[config.mk]
export PLATFORM = sky130hd
export DESIGN_NAME = qfit_dly
export DESIGN_NICKNAME = d
export VERILOG_FILES = /design/src/hdl/assert_macros.svh /design/src/hdl/qfit_pkg.sv /design/src/hdl/qfit_dly.sv
export SDC_FILE = /design/constraint.sdc
export NUM_CORES = 1
export LEC_CHECK = 0
export BUFFER_PORTS_ARGS = -buffer_cell sky130_fd_sc_hd__buf_2
export CORE_AREA = 2 2 39 41
export CTS_BUF_LIST = sky130_fd_sc_hd__clkbuf_8
export CTS_CLUSTER_DIAMETER = 100
export DETAILED_ROUTE_END_ITERATION = 16
export DIE_AREA = 0 0 41 43
export HOLD_SLACK_MARGIN = 0.03
export PLACE_DENSITY = 0.55
export RECOVER_POWER = 50
export SLEW_MARGIN = 20
export SYNTH_ARGS = -nofsm -noshare
export SYNTH_HDL_FRONTEND = slang
export SYNTH_SLANG_ARGS = --single-unit
[constraint.sdc]
create_clock -name i_clk -period 1.06 [get_ports i_clk]
set_input_delay 0.106 -clock i_clk [delete_from_list [all_inputs] [get_ports i_clk]]
set_output_delay 0.106 -clock i_clk [all_outputs]
set_load 0.05 [all_outputs]
[src/hdl/assert_macros.svh]
// ----------------------------------------------------------------------------
// Assertion macros
// Shared concurrent assertion forms for the quadratic fit block.
// ----------------------------------------------------------------------------
`ifndef ASSERT_MACROS_SVH
`define ASSERT_MACROS_SVH

// Same-cycle implication, disabled while reset is low.
`define QFIT_AST_IMP(label, clk, rst_n, ante, cons) \
    label: assert property (@(posedge clk) disable iff (!rst_n) (ante) |-> (cons)) \
        else $error("qfit: same-cycle check failed");

// Next-cycle implication, disabled while reset is low.
`define QFIT_AST_NXT(label, clk, rst_n, ante, cons) \
    label: assert property (@(posedge clk) disable iff (!rst_n) (ante) |=> (cons)) \
        else $error("qfit: next-cycle check failed");

`endif

[src/hdl/qfit_pkg.sv]
// ----------------------------------------------------------------------------
// qfit_pkg
// Types, wide-word limits and the saturating magnitude-to-signed helper.
// ----------------------------------------------------------------------------
`timescale 1ns / 1ps

package qfit_pkg;

    localparam int WIDE_W  = 64;
    localparam int MAG_W   = WIDE_W - 1;
    localparam int HALF_W  = 32;
    localparam int PROD_W  = 2 * WIDE_W;
    localparam int MUL_LAT = 4;
    localparam int DIV_LAT = WIDE_W + 2;

    typedef logic signed [WIDE_W-1:0] t_wide;

    localparam logic [WIDE_W-1:0] WIDE_MAG = 64'd1 << 62;
    localparam t_wide WIDE_MAX = t_wide'(WIDE_MAG - 64'd1);
    localparam t_wide WIDE_MIN = t_wide'(-WIDE_MAG);

    typedef struct packed {
        t_wide val;
        logic  clip;
    } t_wres;

    typedef struct packed {
        logic signed [31:0] x_first;
        logic signed [31:0] x_second;
        logic signed [31:0] x_third;
        logic signed [31:0] y_first;
        logic signed [31:0] y_second;
        logic signed [31:0] y_third;
    } t_in;

    typedef struct packed {
        logic signed [31:0] coef_square;
        logic signed [31:0] coef_linear;
        logic signed [31:0] coef_constant;
        logic               singular;
        logic               saturated;
    } t_out;

    // Apply sign to a magnitude and clip it to the wide word.
    function automatic t_wres f_from_mag(input logic neg, input logic over,
                                         input logic [WIDE_W-1:0] mag);
        t_wres r;
        if (neg) begin
            if (over || mag > WIDE_MAG) begin
                r.val  = WIDE_MIN;
                r.clip = 1'b1;
            end else begin
                r.val  = t_wide'(-mag);
                r.clip = 1'b0;
            end
        end else begin
            if (over || mag > (WIDE_MAG - 64'd1)) begin
                r.val  = WIDE_MAX;
                r.clip = 1'b1;
            end else begin
                r.val  = t_wide'(mag);
                r.clip = 1'b0;
            end
        end
        return r;
    endfunction

endpackage

[src/hdl/qfit_dly.sv]
// ----------------------------------------------------------------------------
// qfit_dly
// Delay line that carries a valid bit and side data next to a unit.
// ----------------------------------------------------------------------------
`timescale 1ns / 1ps

module qfit_dly
    import qfit_pkg::*;
#(
    parameter int W = 8,
    parameter int D = 1
) (
    input  logic         i_clk,
    input  logic         i_rst_n,
    input  logic         i_en,
    input  logic         i_vld,
    input  logic [W-1:0] i_data,
    output logic         o_vld,
    output logic [W-1:0] o_data
);

    logic         r_vld  [0:D-1];
    logic [W-1:0] r_data [0:D-1];

    always_ff @(posedge i_clk) begin
        if (!i_rst_n) begin
            r_vld[0] <= 1'b0;
        end else if (i_en) begin
            r_vld[0] <= i_vld;
        end
    end

    always_ff @(posedge i_clk) begin
        if (i_en) begin
            r_data[0] <= i_data;
        end
    end

    for (genvar k = 1; k < D; k++) begin : g_tap
        always_ff @(posedge i_clk) begin
            if (!i_rst_n) begin
                r_vld[k] <= 1'b0;
            end else if (i_en) begin
                r_vld[k] <= r_vld[k-1];
            end
        end

        always_ff @(posedge i_clk) begin
            if (i_en) begin
                r_data[k] <= r_data[k-1];
            end
        end
    end

    assign o_vld  = r_vld[D-1];
    assign o_data = r_data[D-1];

endmodule

==> impl_metrics.yaml, run 1 <==
power_and_ir_drop:
  finalPower_uw: 956.5
  p_leak_uw: 0.0002003
  peakVddDrop_mv: 1.067
  powerDensity_mw_per_mm2: 2141
logic_synthesis:
  syn_inst: 11
  synth.distinct_cells: 3
  ys_top_cells_by_area: "edfxtp_1 (96%), and3_1 (2.2%), nand2b_1 (2.2%)"
  yosys_warnings: 0
  yosysSeqAreaShare_pct: 95.58
  avgSynthCellArea_um2: 25.71
  ys_ff_latch: 9
  synth.top_cell.area_share_pct: 95.58
  yosysTopAreaCell: "edfxtp_1"
  syn-num-nets: 23
  netlist_area_um2: 282.8
worst_hold_path:
  hold_end: "r_data[0][5]"
  whs_path_depth: 1
  hp-class: "input port to flop"
  hp-start: "i_data[5]"
setup_path:
  cp_num_buf_inv: 1
  cp_max_fo: 1
  critPathRequiredTime_ns: 0.95
  crit_family: "flip-flops"
  crit_type: "flop to output port"
  arrival_ns: 0.82
  cp-end-kind: "output port"
  slowest_stage: "edfxtp_1"
  crit_path_max_incr_delay_ns: 0.37
  worstSetupStartpointType: "flop"
  path_cells: "buf_2"
timing:
  finalMaxSlewViolations: 0
  setup_tns_ns: 0
  fin_crit_sh_pct: 87.11
  timing.hold.ws_ns: 0.05216
  rsz0062_at_grt: "no"
  hold_violations: 0
  final.min_clock_period_ns: 0.9234
  slew_headroom_pct: 69.65
  max_freq_mhz: 1083
  worst_pin_slew_ns: 0.4553
  setup_viol: 0
global_route:
  grt_pass1_wl_um: 724
  grt_use_total_pct: 7.048
  grt_pass1_vias: 172
  grt_overflow: 0
  antenna_found_initial: 0
  grt_max_degree: 11
routing:
  vias: 193
  first_pass_iters: 2
  drc: 0
  via_per_inst: 3.784
  wl_per_cell_um: 10.80
  drtAntennaViolNets: 0
  finalWirelength_um: 551
  drt_iter0_drc: 5
clocking:
  post_cts_buffers: 0
  cts_sinks: 9
  path_clk_slew_ns: 0.04
  ctsHoldBuffers: 0
  numCtsBuffers: 3
  post_cts_resized: 0
  clock_path_buffers: 2
  cts_root_buffer: "clkbuf_8"
  cts_htree_levels: 1
  tritoncts: "done"
floorplanning:
  die_y_um: 43
  die_w_um: 41
  num_rows: 14
  start_util_pct: 20.43
  io_pins: 21
  core_area_mm2: 0.001384
  die-area_mm2: 0.001763
place:
  portBuffers: 20
  routabilityCongestion: 0.5192
finish:
  fin_nets: 48
  diodes: 0
  syn2layout_area_growth_pct: 57.96
  drive_gt1_share_pct: 62.86
flow_run:
  cap_violations: 0
status:
  outcome: "finished, final reports clean"
==> metrics by stage <==
step	worst slack, ns	area, µm²	utilization (%)	std cells
floorplan	0.3534	282.8	-	11
global placement	0.3333	402.9	29.11	47
detailed placement	0.3223	402.9	29.11	47
CTS	0.1254	447.9	32.37	51
global route	0.1003	446.7	32.28	51
finish	0.1366	446.7	32.28	51
==> sequential cells by signal, summed over array words and instances, names as in the netlist <==
register / count
r_vld: 1
r_data: 8
==> cell type report <==
class / instances / area (µm²)
flip-flops and latches: 9 / 270.3
clock buffers: 3 / 41.29
multi-input cells: 2 / 12.51
well taps: 16 / 20.02
fillers: 136 / 937.1
clock inverters: 1 / 3.754
repair buffers: 20 / 98.84
==> worst max path at each step <==
stage | from | end | slack, ns | cells past startpoint
floorplan | r_data[0][0] | o_data[0] | 0.35 | 0
global placement | i_en | r_vld[0] | 0.33 | 2
detailed placement | i_en | r_vld[0] | 0.32 | 2
CTS | r_vld[0] | o_vld | 0.13 | 1
global route | r_data[0][3] | o_data[3] | 0.10 | 1
finish | r_data[0][1] | o_data[1] | 0.14 | 1
==> Yosys cell counts <==
master    count
edfxtp_1      9
and3_1        1
nand2b_1      1
==> routing by layer <==
metal	track usage, %	part of all wire, %	wire (µm)
met1	7.823	39	217
met5	0	0	0
met3	7.330	27	147
met2	7.187	34	186
met4	6.000	0	0
==> where the power goes <==
group          total (µW)  internal [µW]  switching [µW]
clock                 373            251             122
sequential            432            425            6.99
combinational         152           33.1             119
total                 957            709             248
==> cell usage in the layout (no fill, tap or decap) <==
cell / Yosys / routed
and3_1: 1 / 1
buf_2: 0 / 19
clkbuf_1: 0 / 1
clkbuf_8: 0 / 3
edfxtp_1: 9 / 9
inv_1: 0 / 1
nand2b_1: 1 / 1
==> cells by family after synthesis <==
| kind of cell | after synthesis | synth area share, % |
|---|---|---|
| and+or+nand+nor | 2 | 4.428 |
| DFF | 9 | 95.58 |
No activity file was read; power rests on OpenSTA's default activity.
==> run 2, diff against run 1 <==
==> constraint.sdc (replaced) <==
create_clock -name i_clk -period 1.06 [get_ports i_clk]
set_input_delay 0.106 -clock i_clk [delete_from_list [all_inputs] [get_ports i_clk]]
set_output_delay 0.106 -clock i_clk [all_outputs]
set_load 0.005 [all_outputs]
==> impl_metrics.yaml, run 2 (same netlist as run 1, synthesis figures left out) <==
finish:
  most-common-layout-cells: "buf_2 (19), edfxtp_1 (9), clkbuf_8 (3)"
  top_regs: "r_data (8), r_vld (1)"
  diodes: 0
  syn2layout_area_growth_pct: 57.96
  top_register: "r_data"
  layout_commonest_cell: "buf_2"
  largest_reg_flops: 8
  fin_nets: 48
  drive_gt1_share_pct: 62.86
global_route:
  grt_pass1_vias: 194
  grt_max_degree: 11
  grt_overflow: 0
  grt_pass1_wl_um: 855
  antenna_found_initial: 0
  grt_use_total_pct: 8.376
floorplanning:
  io_pins: 21
  core_area_mm2: 0.001384
  die_y_um: 43
  die-area_mm2: 0.001763
  die_w_um: 41
  num_rows: 14
  start_util_pct: 20.43
clocking:
  ctsHoldBuffers: 0
  post_cts_resized: 0
  clock_path_buffers: 2
  cts_root_buffer: "clkbuf_8"
  tritoncts: "done"
  cts_htree_levels: 1
  numCtsBuffers: 3
  cts_sinks: 9
  post_cts_buffers: 0
  path_clk_slew_ns: 0.04
timing:
  rsz0062_at_grt: "no"
  fin_crit_sh_pct: 80.79
  max_freq_mhz: 1168
  slew_headroom_pct: 68.81
  worst_pin_slew_ns: 0.4678
  hold_violations: 0
  finalMaxSlewViolations: 0
  final.min_clock_period_ns: 0.8563
  setup_tns_ns: 0
  setup_viol: 0
place:
  portBuffers: 20
  routabilityCongestion: 0.5179
setup_path:
  critPathRequiredTime_ns: 0.95
  crit_type: "flop to output port"
  slowest_stage: "edfxtp_1"
  cp-end-kind: "output port"
  worstSetupStartpointType: "flop"
  arrival_ns: 0.75
  cp_max_fo: 1
  cp_num_buf_inv: 1
  crit_path_max_incr_delay_ns: 0.37
  path_cells: "buf_2"
  crit_family: "flip-flops"
routing:
  finalWirelength_um: 614
  drc: 0
  drtAntennaViolNets: 0
  via_per_inst: 3.882
  drt_iter0_drc: 7
  vias: 198
  first_pass_iters: 3
  wl_per_cell_um: 12.04
power_and_ir_drop:
  powerDensity_mw_per_mm2: 1957
  finalPower_uw: 874.1
  peakVddDrop_mv: 0.6349
  p_leak_uw: 0.0002003
worst_hold_path:
  hp-class: "input port to flop"
flow_run:
  cap_violations: 0
status:
  outcome: "finished, final reports clean"
[run 2: cell counts in the layout (fill, tap and decap cells not counted)]
Identical to the previous run, type by type.
[run 2: path summary, 6_finish.rpt]
check	from	endpoint	cells after the start
hold / removal	i_data[0]	r_data[0][0]	1
setup / recovery	r_data[0][1]	o_data[1]	1
[run 2: metrics by stage]
stage | setup WS, ns | hold slack (ns) | instance area (µm²) | utilization (%) | cells
final | 0.2037 | 0.05061 | 446.7 | 32.28 | 51
after global routing | 0.1675 | 0.04013 | 446.7 | 32.28 | 51
after CTS | 0.1847 | 0.04211 | 447.9 | 32.37 | 51
after global placement | 0.3332 | 0.2850 | 402.9 | 29.11 | 47
after detailed placement | 0.3180 | 0.2856 | 402.9 | 29.11 | 47
after floorplan | 0.5508 | 0.2049 | 282.8 | - | 11
[run 2: metal layers]
metal / GRT usage [%] / share of wire [%] / vias up
met3: 7.330 / 21 / 0
met4: 8.000 / 0 / 0
met1: 8.163 / 40 / 85
met5: 0 / 0 / -
met2: 10.00 / 39 / 23
li1: - / - / 90
[run 2: area by class of cell]
class | count | area (µm²)
Tap cell | 16 | 20.02
Multi-Input combinational cell | 2 | 12.51
Sequential cell | 9 | 270.3
Clock inverter | 1 | 3.754
Timing Repair Buffer | 20 | 98.84
Clock buffer | 3 | 41.29
Fill cell | 142 | 937.1
[run 2: where the power goes]
part | leakage [µW] | switching [µW] | internal [µW] | total (µW)
Sequential | 0.0000890 | 6.91 | 425 | 432
Combinational | 0.0000844 | 26.5 | 32.2 | 58.7
Clock | 0.0000269 | 132 | 252 | 384
Total | 0.000200 | 165 | 709 | 874
